===== config.mk =====
export PLATFORM = sky130hd
export DESIGN_NAME = pwm_tone_sequencer
export DESIGN_NICKNAME = d
export VERILOG_FILES = /design/src/hw/rtl/pts_pkg.sv /design/src/hw/rtl/pts_div.sv /design/src/hw/rtl/pts_dp.sv /design/src/hw/rtl/pts_ctrl.sv /design/src/hw/rtl/pwm_tone_sequencer.sv
export SDC_FILE = /design/constraint.sdc
export NUM_CORES = 1
export LEC_CHECK = 0
export BUFFER_PORTS_ARGS = -buffer_cell sky130_fd_sc_hd__buf_2
export CAP_MARGIN = 20
export CORE_MARGIN = 5
export CORE_UTILIZATION = 50
export DETAILED_ROUTE_END_ITERATION = 8
export PLACE_DENSITY = 0.66
export REMOVE_ABC_BUFFERS = 1
export SETUP_SLACK_MARGIN = 0.3
export SLEW_MARGIN = 20
export SYNTH_ARGS = -nofsm -noshare
export SYNTH_HDL_FRONTEND = slang
export SYNTH_HIERARCHICAL = 1
export SYNTH_SLANG_ARGS = --single-unit

===== constraint.sdc =====
create_clock -name clk -period 7.7 [get_ports clk]
set_input_delay 0.385 -clock clk [delete_from_list [all_inputs] [get_ports clk]]
set_output_delay 0.385 -clock clk [all_outputs]
set_load 0.02 [all_outputs]

===== src/hw/rtl/pts_pkg.sv =====
// pts_pkg: shared types, constants and note ROM for the tone sequencer.
// Used by pts_div, pts_dp, pts_ctrl and pwm_tone_sequencer.
package pts_pkg;

	localparam int PATTERN_COUNT     = 8;
	localparam int NOTES_PER_PATTERN = 8;
	localparam int PERIOD_WIDTH_DEF  = 24;

	localparam int ROM_ROWS   = 8;
	localparam int ROM_COLS   = 8;
	localparam int PAT_W      = 3;
	localparam int NOTE_W     = 3;
	localparam int NOTE_IDX_W = 4;
	localparam int RATE_W     = 20;
	localparam int FREQ_W     = 11;
	localparam int DUR_W      = 9;
	localparam int TGT_W      = 16;
	localparam int DND_W      = DUR_W + RATE_W;
	localparam int DVS_W      = FREQ_W;

	localparam logic [RATE_W-1:0] RATE_RESET = RATE_W'(375000);
	localparam logic [FREQ_W-1:0] MS_PER_S   = FREQ_W'(1000);
	localparam logic [FREQ_W-1:0] FREQ_END   = FREQ_W'(0);
	localparam logic [FREQ_W-1:0] FREQ_REST  = FREQ_W'(1);

	localparam logic OP_TICK  = 1'b0;
	localparam logic OP_START = 1'b1;

	typedef enum logic [1:0] {
		ST_IDLE,
		ST_FETCH,
		ST_DIVIDE,
		ST_EMIT
	} ctrl_state_t;

	typedef struct packed {
		logic accept;
		logic fetch;
		logic load;
		logic emit;
	} dp_cmd_t;

	typedef struct packed {
		logic need_load;
		logic note_end;
		logic div_done;
	} dp_status_t;

	localparam logic [FREQ_W-1:0] ROM_FREQ [ROM_ROWS][ROM_COLS] = '{
		'{11'd880,  11'd1, 11'd1110, 11'd1,   11'd1320, 11'd1,   11'd1760, 11'd0},
		'{11'd1760, 11'd1, 11'd1320, 11'd1,   11'd1110, 11'd1,   11'd880,  11'd0},
		'{11'd760,  11'd1, 11'd760,  11'd0,   11'd0,    11'd0,   11'd0,    11'd0},
		'{11'd880,  11'd1, 11'd587,  11'd0,   11'd0,    11'd0,   11'd0,    11'd0},
		'{11'd1047, 11'd1, 11'd1047, 11'd830, 11'd1,    11'd880, 11'd698,  11'd0},
		'{11'd1047, 11'd0, 11'd0,    11'd0,   11'd0,    11'd0,   11'd0,    11'd0},
		'{11'd1047, 11'd1, 11'd1047, 11'd0,   11'd0,    11'd0,   11'd0,    11'd0},
		'{11'd1047, 11'd1, 11'd1047, 11'd1,   11'd1047, 11'd0,   11'd0,    11'd0}
	};

	localparam logic [DUR_W-1:0] ROM_DUR [ROM_ROWS][ROM_COLS] = '{
		'{9'd100, 9'd10,  9'd100, 9'd10,  9'd100, 9'd10,  9'd100, 9'd0},
		'{9'd100, 9'd10,  9'd100, 9'd10,  9'd100, 9'd10,  9'd100, 9'd0},
		'{9'd100, 9'd100, 9'd400, 9'd0,   9'd0,   9'd0,   9'd0,   9'd0},
		'{9'd300, 9'd100, 9'd500, 9'd0,   9'd0,   9'd0,   9'd0,   9'd0},
		'{9'd100, 9'd100, 9'd100, 9'd100, 9'd100, 9'd100, 9'd200, 9'd0},
		'{9'd500, 9'd0,   9'd0,   9'd0,   9'd0,   9'd0,   9'd0,   9'd0},
		'{9'd150, 9'd100, 9'd500, 9'd0,   9'd0,   9'd0,   9'd0,   9'd0},
		'{9'd150, 9'd50,  9'd150, 9'd50,  9'd500, 9'd0,   9'd0,   9'd0}
	};

	// periods per note: max(1, dur*freq/1000); 0 at the pattern end
	localparam logic [TGT_W-1:0] ROM_TGT [ROM_ROWS][ROM_COLS] = '{
		'{16'd88,  16'd1, 16'd111, 16'd1,  16'd132, 16'd1,  16'd176, 16'd0},
		'{16'd176, 16'd1, 16'd132, 16'd1,  16'd111, 16'd1,  16'd88,  16'd0},
		'{16'd76,  16'd1, 16'd304, 16'd0,  16'd0,   16'd0,  16'd0,   16'd0},
		'{16'd264, 16'd1, 16'd293, 16'd0,  16'd0,   16'd0,  16'd0,   16'd0},
		'{16'd104, 16'd1, 16'd104, 16'd83, 16'd1,   16'd88, 16'd139, 16'd0},
		'{16'd523, 16'd0, 16'd0,   16'd0,  16'd0,   16'd0,  16'd0,   16'd0},
		'{16'd157, 16'd1, 16'd523, 16'd0,  16'd0,   16'd0,  16'd0,   16'd0},
		'{16'd157, 16'd1, 16'd157, 16'd1,  16'd523, 16'd0,  16'd0,   16'd0}
	};

	function automatic logic rom_ok(input logic [PAT_W-1:0] pat,
		input logic [NOTE_IDX_W-1:0] idx);
		return (int'(pat) < PATTERN_COUNT) && (int'(idx) < NOTES_PER_PATTERN) &&
			(int'(idx) < ROM_COLS);
	endfunction

	function automatic logic [FREQ_W-1:0] rom_freq(input logic [PAT_W-1:0] pat,
		input logic [NOTE_IDX_W-1:0] idx);
		return rom_ok(pat, idx) ? ROM_FREQ[pat][idx[NOTE_W-1:0]] : FREQ_END;
	endfunction

	function automatic logic [DUR_W-1:0] rom_dur(input logic [PAT_W-1:0] pat,
		input logic [NOTE_IDX_W-1:0] idx);
		return rom_ok(pat, idx) ? ROM_DUR[pat][idx[NOTE_W-1:0]] : '0;
	endfunction

	function automatic logic [TGT_W-1:0] rom_tgt(input logic [PAT_W-1:0] pat,
		input logic [NOTE_IDX_W-1:0] idx);
		return rom_ok(pat, idx) ? ROM_TGT[pat][idx[NOTE_W-1:0]] : '0;
	endfunction

endpackage


===== src/hw/rtl/pts_div.sv =====
// pts_div: iterative restoring divider, one quotient bit per cycle.
// Depends on pts_pkg for default widths.
module pts_div #(
	parameter int DND_W = pts_pkg::DND_W,
	parameter int DVS_W = pts_pkg::DVS_W
) (
	input  logic             clk,
	input  logic             arst_n,
	input  logic             start,
	input  logic [DND_W-1:0] dividend,
	input  logic [DVS_W-1:0] divisor,
	output logic             busy,
	output logic             done,
	output logic [DND_W-1:0] quotient
);
	localparam int CNT_W = $clog2(DND_W);

	logic             busy_q;
	logic             done_q;
	logic [CNT_W-1:0] cnt_q;
	logic [DND_W-1:0] quo_q;
	logic [DVS_W-1:0] rem_q;
	logic [DVS_W-1:0] dvs_q;
	logic [DVS_W:0]   shifted;
	logic [DVS_W:0]   diff;
	logic             fits;

	assign shifted = {rem_q, quo_q[DND_W-1]};
	assign diff    = shifted - {1'b0, dvs_q};
	assign fits    = shifted >= {1'b0, dvs_q};

	always_ff @(posedge clk or negedge arst_n) begin
		if (!arst_n) begin
			busy_q <= 1'b0;
			done_q <= 1'b0;
			cnt_q  <= '0;
			quo_q  <= '0;
			rem_q  <= '0;
			dvs_q  <= '0;
		end else begin
			done_q <= 1'b0;
			if (start) begin
				busy_q <= 1'b1;
				cnt_q  <= '0;
				quo_q  <= dividend;
				rem_q  <= '0;
				dvs_q  <= divisor;
			end else if (busy_q) begin
				rem_q <= fits ? diff[DVS_W-1:0] : shifted[DVS_W-1:0];
				quo_q <= {quo_q[DND_W-2:0], fits};
				cnt_q <= cnt_q + CNT_W'(1);
				if (cnt_q == CNT_W'(DND_W - 1)) begin
					busy_q <= 1'b0;
					done_q <= 1'b1;
				end
			end
		end
	end

	assign busy     = busy_q;
	assign done     = done_q;
	assign quotient = quo_q;

endmodule


===== src/hw/rtl/pts_dp.sv =====
// pts_dp: sequencer datapath - rate register, note state, phase counter,
// period setup through pts_div, and the result register. Depends on pts_pkg.
module pts_dp #(
	parameter int PERIOD_WIDTH = pts_pkg::PERIOD_WIDTH_DEF
) (
	input  logic                         clk,
	input  logic                         arst_n,
	input  logic                         cfg_we,
	input  logic [pts_pkg::RATE_W-1:0]   cfg_wdata,
	input  logic                         opcode,
	input  logic [pts_pkg::PAT_W-1:0]    pattern_select,
	input  pts_pkg::dp_cmd_t             cmd,
	output pts_pkg::dp_status_t          status,
	output logic                         pin_level,
	output logic                         busy_res,
	output logic [pts_pkg::NOTE_W-1:0]   note_position
);
	import pts_pkg::*;

	localparam int SAT_W = 33;

	logic [RATE_W-1:0]       rate_q;
	logic                    playing_q;
	logic [PAT_W-1:0]        pat_q;
	logic [NOTE_W-1:0]       note_idx_q;
	logic [NOTE_IDX_W-1:0]   ld_idx_q;
	logic [PERIOD_WIDTH-1:0] period_q;
	logic [PERIOD_WIDTH-1:0] high_q;
	logic [PERIOD_WIDTH-1:0] phase_q;
	logic [TGT_W-1:0]        done_q;
	logic [TGT_W-1:0]        target_q;
	logic                    rest_q;
	logic [TGT_W-1:0]        tgt_ld_q;
	logic                    pin_q;
	logic                    busy_q;
	logic [NOTE_W-1:0]       pos_q;

	logic [PERIOD_WIDTH:0]   phase_inc;
	logic                    wrap;
	logic [TGT_W-1:0]        done_inc;
	logic                    last_period;
	logic [FREQ_W-1:0]       rom_f;
	logic [DUR_W-1:0]        rom_d;
	logic [TGT_W-1:0]        rom_t;
	logic [DND_W-1:0]        product;
	logic [DND_W-1:0]        div_dividend;
	logic [DVS_W-1:0]        div_divisor;
	logic                    div_start;
	logic                    div_busy;
	logic                    div_done;
	logic [DND_W-1:0]        div_quo;
	logic [SAT_W-1:0]        quo_ext;
	logic [SAT_W-1:0]        per_max;
	logic [PERIOD_WIDTH-1:0] per_sat;

	assign phase_inc   = {1'b0, phase_q} + (PERIOD_WIDTH + 1)'(1);
	assign wrap        = phase_inc >= {1'b0, period_q};
	assign done_inc    = done_q + TGT_W'(1);
	assign last_period = done_inc >= target_q;

	assign rom_f = rom_freq(pat_q, ld_idx_q);
	assign rom_d = rom_dur(pat_q, ld_idx_q);
	assign rom_t = rom_tgt(pat_q, ld_idx_q);

	assign product      = DND_W'(rom_d) * DND_W'(rate_q);
	assign div_dividend = (rom_f == FREQ_REST) ? product : DND_W'(rate_q);
	assign div_divisor  = (rom_f == FREQ_REST) ? MS_PER_S : rom_f;
	assign div_start    = cmd.fetch && (rom_f != FREQ_END);

	pts_div #(
		.DND_W (DND_W),
		.DVS_W (DVS_W)
	) u_div (
		.clk      (clk),
		.arst_n   (arst_n),
		.start    (div_start),
		.dividend (div_dividend),
		.divisor  (div_divisor),
		.busy     (div_busy),
		.done     (div_done),
		.quotient (div_quo)
	);

	assign quo_ext = SAT_W'(div_quo);
	assign per_max = (SAT_W'(1) << PERIOD_WIDTH) - SAT_W'(1);
	assign per_sat = (quo_ext > per_max) ? per_max[PERIOD_WIDTH-1:0]
		: quo_ext[PERIOD_WIDTH-1:0];

	always_comb begin
		status.need_load = (opcode == OP_START) ? !playing_q
			: (playing_q && wrap && last_period);
		status.note_end  = (rom_f == FREQ_END);
		status.div_done  = div_done;
	end

	always_ff @(posedge clk or negedge arst_n) begin
		if (!arst_n) begin
			rate_q     <= RATE_RESET;
			playing_q  <= 1'b0;
			pat_q      <= '0;
			note_idx_q <= '0;
			ld_idx_q   <= '0;
			period_q   <= '0;
			high_q     <= '0;
			phase_q    <= '0;
			done_q     <= '0;
			target_q   <= '0;
			rest_q     <= 1'b0;
			tgt_ld_q   <= '0;
		end else begin
			if (cfg_we) begin
				rate_q <= cfg_wdata;
			end
			if (cmd.accept) begin
				if (opcode == OP_START) begin
					if (!playing_q) begin
						pat_q    <= pattern_select;
						ld_idx_q <= '0;
					end
				end else if (playing_q) begin
					if (wrap) begin
						phase_q <= '0;
						done_q  <= done_inc;
						if (last_period) begin
							ld_idx_q <= {1'b0, note_idx_q} + NOTE_IDX_W'(1);
						end
					end else begin
						phase_q <= phase_inc[PERIOD_WIDTH-1:0];
					end
				end
			end
			if (cmd.fetch) begin
				if (rom_f == FREQ_END) begin
					playing_q  <= 1'b0;
					note_idx_q <= '0;
					period_q   <= '0;
					high_q     <= '0;
					phase_q    <= '0;
					done_q     <= '0;
					target_q   <= '0;
				end else begin
					rest_q   <= (rom_f == FREQ_REST);
					tgt_ld_q <= rom_t;
				end
			end
			if (cmd.load) begin
				period_q   <= per_sat;
				high_q     <= rest_q ? '0 : (per_sat >> 1);
				target_q   <= tgt_ld_q;
				done_q     <= '0;
				phase_q    <= '0;
				note_idx_q <= ld_idx_q[NOTE_W-1:0];
				playing_q  <= 1'b1;
			end
		end
	end

	always_ff @(posedge clk or negedge arst_n) begin
		if (!arst_n) begin
			pin_q  <= 1'b0;
			busy_q <= 1'b0;
			pos_q  <= '0;
		end else if (cmd.emit) begin
			pin_q  <= playing_q && (phase_q < high_q);
			busy_q <= playing_q;
			pos_q  <= playing_q ? note_idx_q : '0;
		end
	end

	assign pin_level     = pin_q;
	assign busy_res      = busy_q;
	assign note_position = pos_q;

	a_target_nonzero: assert property (@(posedge clk) disable iff (!arst_n)
		playing_q |-> (target_q != '0))
		else $error("playing with zero period target");

	a_idle_phase: assert property (@(posedge clk) disable iff (!arst_n)
		!playing_q |-> (phase_q == '0))
		else $error("phase counter moved while idle");

	a_accept_div_idle: assert property (@(posedge clk) disable iff (!arst_n)
		cmd.accept |-> !div_busy)
		else $error("transaction accepted during divide");

endmodule


===== src/hw/rtl/pts_ctrl.sv =====
// pts_ctrl: controller state machine - input handshake, note load sequencing,
// result valid register. Depends on pts_pkg.
module pts_ctrl (
	input  logic                clk,
	input  logic                arst_n,
	input  logic                in_valid,
	output logic                in_stall,
	output logic                out_valid,
	input  logic                out_stall,
	input  pts_pkg::dp_status_t status,
	output pts_pkg::dp_cmd_t    cmd
);
	import pts_pkg::*;

	ctrl_state_t state_q;
	ctrl_state_t state_d;
	logic        out_valid_q;
	logic        out_free;

	assign out_free = !out_valid_q || !out_stall;

	always_comb begin
		state_d = state_q;
		unique case (state_q)
			ST_IDLE: begin
				if (in_valid) begin
					state_d = status.need_load ? ST_FETCH : ST_EMIT;
				end
			end
			ST_FETCH: begin
				state_d = status.note_end ? ST_EMIT : ST_DIVIDE;
			end
			ST_DIVIDE: begin
				if (status.div_done) begin
					state_d = ST_EMIT;
				end
			end
			ST_EMIT: begin
				if (out_free) begin
					state_d = ST_IDLE;
				end
			end
			default: state_d = ST_IDLE;
		endcase
	end

	always_comb begin
		in_stall   = 1'b1;
		cmd        = '0;
		unique case (state_q)
			ST_IDLE: begin
				in_stall   = 1'b0;
				cmd.accept = in_valid;
			end
			ST_FETCH:  cmd.fetch = 1'b1;
			ST_DIVIDE: cmd.load  = status.div_done;
			ST_EMIT:   cmd.emit  = out_free;
			default: begin
				in_stall = 1'b1;
			end
		endcase
	end

	always_ff @(posedge clk or negedge arst_n) begin
		if (!arst_n) begin
			state_q     <= ST_IDLE;
			out_valid_q <= 1'b0;
		end else begin
			state_q <= state_d;
			if (cmd.emit) begin
				out_valid_q <= 1'b1;
			end else if (!out_stall) begin
				out_valid_q <= 1'b0;
			end
		end
	end

	assign out_valid = out_valid_q;

	a_valid_from_emit: assert property (@(posedge clk) disable iff (!arst_n)
		$rose(out_valid_q) |-> ($past(state_q) == ST_EMIT))
		else $error("result valid without emit");

	a_divide_exit: assert property (@(posedge clk) disable iff (!arst_n)
		(state_q == ST_DIVIDE) |=> (state_q == ST_DIVIDE || state_q == ST_EMIT))
		else $error("bad exit from divide");

	a_fetch_once: assert property (@(posedge clk) disable iff (!arst_n)
		(state_q == ST_FETCH) |=> (state_q != ST_FETCH))
		else $error("fetch held for more than one cycle");

endmodule


===== src/hw/rtl/pwm_tone_sequencer.sv =====
// pwm_tone_sequencer: top level of the buzzer tone sequencer.
// Instantiates pts_ctrl and pts_dp; depends on pts_pkg.
//
// Usage:
//   Input channel (in_valid/in_stall, opcode, pattern_select): opcode 1 starts
//   the ROM pattern picked by pattern_select unless one is playing; opcode 0 is
//   one buzzer timer tick. Every input transaction yields exactly one result
//   transaction (pin_level, busy_res, note_position) showing the state after it.
//   Configuration: cfg_we writes cfg_wdata into the tick rate register (Hz);
//   write only while the block is idle.
//   Sequencing: a transaction that loads no note goes from acceptance to the
//   emit state and then to the result register. One that starts a note adds a
//   ROM fetch and the serial divide that sets the period; a pattern end found
//   at fetch skips the divide. One transaction is in flight at a time.
//   The next transaction is taken while an earlier result is still held in the
//   output register; it waits at the end for that register to drain.
//   Receiver stall: the result register holds its value until taken.
//   Reset: tick rate returns to 375000, sequencer idle, pin low, no result.
module pwm_tone_sequencer #(
	parameter int PERIOD_WIDTH = pts_pkg::PERIOD_WIDTH_DEF
) (
	input  logic                       clk,
	input  logic                       arst_n,
	input  logic                       cfg_we,
	input  logic [pts_pkg::RATE_W-1:0] cfg_wdata,
	input  logic                       in_valid,
	output logic                       in_stall,
	input  logic                       opcode,
	input  logic [pts_pkg::PAT_W-1:0]  pattern_select,
	output logic                       out_valid,
	input  logic                       out_stall,
	output logic                       pin_level,
	output logic                       busy_res,
	output logic [pts_pkg::NOTE_W-1:0] note_position
);
	import pts_pkg::*;

	dp_cmd_t    cmd;
	dp_status_t status;

	pts_ctrl u_ctrl (
		.clk       (clk),
		.arst_n    (arst_n),
		.in_valid  (in_valid),
		.in_stall  (in_stall),
		.out_valid (out_valid),
		.out_stall (out_stall),
		.status    (status),
		.cmd       (cmd)
	);

	pts_dp #(
		.PERIOD_WIDTH (PERIOD_WIDTH)
	) u_dp (
		.clk            (clk),
		.arst_n         (arst_n),
		.cfg_we         (cfg_we),
		.cfg_wdata      (cfg_wdata),
		.opcode         (opcode),
		.pattern_select (pattern_select),
		.cmd            (cmd),
		.status         (status),
		.pin_level      (pin_level),
		.busy_res       (busy_res),
		.note_position  (note_position)
	);

endmodule

==> results.md <==
* Outcome: finished, final reports clean
* Worst path most repeated cell: inv_1
* Post-DRT Antenna Nets at 0
* Total CTS buffers at 25
* Reg2reg end: u_dp/u_div/quotient[27]$_DFFE_PN0P_
* Max Clock Skew at about 18 ps
* Max Buffers Root-to-Sink at 3
* Die ar. at 0.0411 mm²
* CP Launch Point: u_dp/pat_q[0]$_DFFE_PN0P_
* Wire length of the first global-routing pass at approximately 75 mm
* Post-synthesis compound-gate area fraction at 0.156
* Crit Path Category: flop to flop
* Via density at about 5.7
* Main combinational cell family by area after synthesis: adder cells
* Rel. slew slack at 0.292
* Xor-xnor portion of the synthesized cell area at 0.0311
* Final Hold Viols at 0
* Post-Synth Adder-Cell Area at 0.221
* Vias in the first global route at 14600
* Post-synthesis mux area share at 0.0526
* Worst Setup Slack post-DPL at roughly 830 ps
* F_max at 144 MHz
* Crit end category: flop
* DP Wirelength at between 30 and 40 mm
* Unique masters post-synth at roughly 80
* Via count at ~15000
* Synth-to-layout area growth at 7.18%
* Core area at ~0.037 mm²
* # IOs at 36
* Least-Margin Pin Slew at about 1100 ps
* R2R Setup Slk at about 750 ps
* Tcrit/Tclk final at 0.903
* Top delay family on crit path: adder cells
* Reg-to-Reg Start: u_dp/pat_q[0]$_DFFE_PN0P_
* Clock root buffer: clkbuf_16
* Element type at the critical path start: flop
* Ys async rst share at 1.00
* H-tree levels at 1
* Post-synth top cells: inv_1, dfrtp_1, nand2_1
* Warnings from Yosys at 6
* Gate Count Post-Synth at about 2100
* EDFF count, synth at 0
* Seq cells post-synth at ~210
* Min Tclk post-route at roughly 7000 ps
* Final-report setup violation count at 0
* Die width at around 200 µm
* RSZ-0062 raised after global routing: no
* Hold Path Depth at 2
* TritonCTS clock tree: built
* Max Slew Vio Count at 0
* Drt drc at 0
* Number of diodes at 0
* Final setup TNS at 0 ps
* Clk_lat worst skew at 560 ps
* WP data required at ~8200 ps
* Hold WC Path Type: primary input to flop
* Worst-case reg-to-reg path depth at 29
* Row count at 70
* Post-DR wirelength/cell at 17.3 µm
* # Max-Cap Violations at 0
* Largest net degree at the start of global routing at 74
* Worst Path Buf+Inv at 6
* Worst Hold End: u_dp/rate_q[11]$_DFFE_PN1P_
* Sequential share of the synthesized area at 0.277
* Clock sinks at 205
* CP Max Fanout at 20
* Die height at between 200 and 250 µm
* Post-synth top area cell: dfrtp_1
* Initial Util at 0.507
* Gr ovfl total at 0
* Top cell type's share of synthesized area at 0.263
* Register clock-pin slew on the reported worst setup and hold paths at roughly 70 ps
* GRT Util Overall at 0.219
* # port buffers at 35
* Largest stage delay, worst path at approximately 530 ps
* Top FF cell, synth: dfrtp_1
* Critical path's slowest cell: fa_1
* Mean Syn Cell Area at 8.68 µm²
* GPL Wtd Cong at between 0.9 and 1
* Hold path start: cfg_wdata[11]
* Nets at 2400
* DR iter-0 viols at around 900
* Post-CTS sizing at 0
* Final worst slack at 749 ps
* Share of cells above drive strength 1 at 0.0960
* Crit path DAT at about 7400 ps
* Fillers at around 3400
* Ranking of synthesized cells by area: dfrtp_1, fa_1, ha_1, inv_1, o21ai_0
* Initial antenna violation count at 1
* Pre-antenna DRT Iters at 6
* Routed WL at ~45 mm
* Synthesized area at 0.0186 mm²
* Synth Area in Simple Gates at 0.179
* Top-count cell post-synth: inv_1
cell usage in the layout, fill, tap and decap left out, types with 39 or more instances in the layout:
cell type | netlist | routed
inv_1 | 264 | 263
and2_1 | 144 | 144
a21oi_1 | 94 | 94
nand3_1 | 47 | 47
dfrtp_1 | 195 | 194
mux2_2 | 39 | 39
mux2i_1 | 42 | 42
o21ai_0 | 181 | 181
nor2_1 | 124 | 124
xnor2_1 | 44 | 44
ha_1 | 152 | 152
fa_1 | 110 | 110
nand2_1 | 195 | 195
registers in the layout (all words and copies together), names as in the netlist:
| signal | cells |
|---|---|
| u_ctrl/out_valid | 1 |
| u_ctrl/state_q | 2 |
| u_dp/busy_res | 1 |
| u_dp/done_q | 16 |
| u_dp/high_q | 23 |
| u_dp/ld_idx_q | 4 |
| u_dp/note_idx_q | 3 |
| u_dp/note_position | 3 |
| u_dp/pat_q | 3 |
| u_dp/period_q | 24 |
| u_dp/phase_q | 24 |
| u_dp/pin_level | 1 |
| u_dp/playing_q | 1 |
| u_dp/rate_q | 20 |
| u_dp/rest_q | 1 |
| u_dp/target_q | 10 |
| u_dp/tgt_ld_q | 10 |
| u_dp/u_div/busy | 1 |
| u_dp/u_div/cnt_q | 5 |
| u_dp/u_div/done | 1 |
| u_dp/u_div/dvs_q | 11 |
| u_dp/u_div/quotient | 29 |
| u_dp/u_div/rem_q | 11 |
metrics by stage:
stage / util / area (µm²) / instances / hold WS (ps)
4_1_cts: 0.543 / 19900 / 2593 / 29.4
2_1_floorplan: - / 18000 / 2017 / 89.4
3_5_place_dp: 0.520 / 19000 / 2549 / 459
5_1_grt: 0.543 / 19900 / 2593 / 40.1
6_report: 0.543 / 19900 / 2593 / 56.8
3_3_place_gp: 0.520 / 19000 / 2549 / 446
worst max path at each step:
| stage | end | depth (start not counted) |
|---|---|---|
| global route | u_dp/u_div/quotient[27]$_DFFE_PN0P_ | 28 |
| detailed placement | u_dp/u_div/quotient[27]$_DFFE_PN0P_ | 29 |
| floorplan | u_dp/u_div/quotient[21]$_DFFE_PN0P_ | 21 |
| finish | u_dp/u_div/quotient[27]$_DFFE_PN0P_ | 29 |
| CTS | u_dp/u_div/quotient[27]$_DFFE_PN0P_ | 29 |
| global placement | u_dp/u_div/quotient[27]$_DFFE_PN0P_ | 29 |
timing repair:
item	CTS	global route
hold endpoints to repair	57	0
buffers inserted	0	0
hold buffers	1	0
cell type report:
class / instances / area, µm² / share of cell area
clock inverters: 9 / 116 / 0.00585
inverters: 264 / 991 / 0.0498
flip-flops and latches: 205 / 5140 / 0.259
multi-input cells: 1548 / 11900 / 0.599
well taps: 468 / 586 / 0.0294
repair buffers: 65 / 412 / 0.0207
clock buffers: 34 / 739 / 0.0372
layer usage:
metal  up-vias  part of all wire  global-route usage  wire length [µm]
li1       7113                 -                   -                 -
met1      7221              0.48               0.326             21500
met2       351              0.45               0.343             20200
met3        58             0.049              0.0281              2180
met4         0             0.019              0.0514               870
met5         -                 0                   0                 0
cells by family (layout without fill, tap and decap cells):
family / Yosys count / after routing
and+or+nand+nor: 669 / 669
buffers and inverters: 385 / 372
DFF: 205 / 205
xor gates and xnor gates: 66 / 66
adders and majority gates: 262 / 262
muxes: 88 / 88
AOI/OAI and AO/OA: 463 / 463
Power is not shown: default switching activity piles up to over one toggle a cycle in this logic, so the estimate is an artifact.
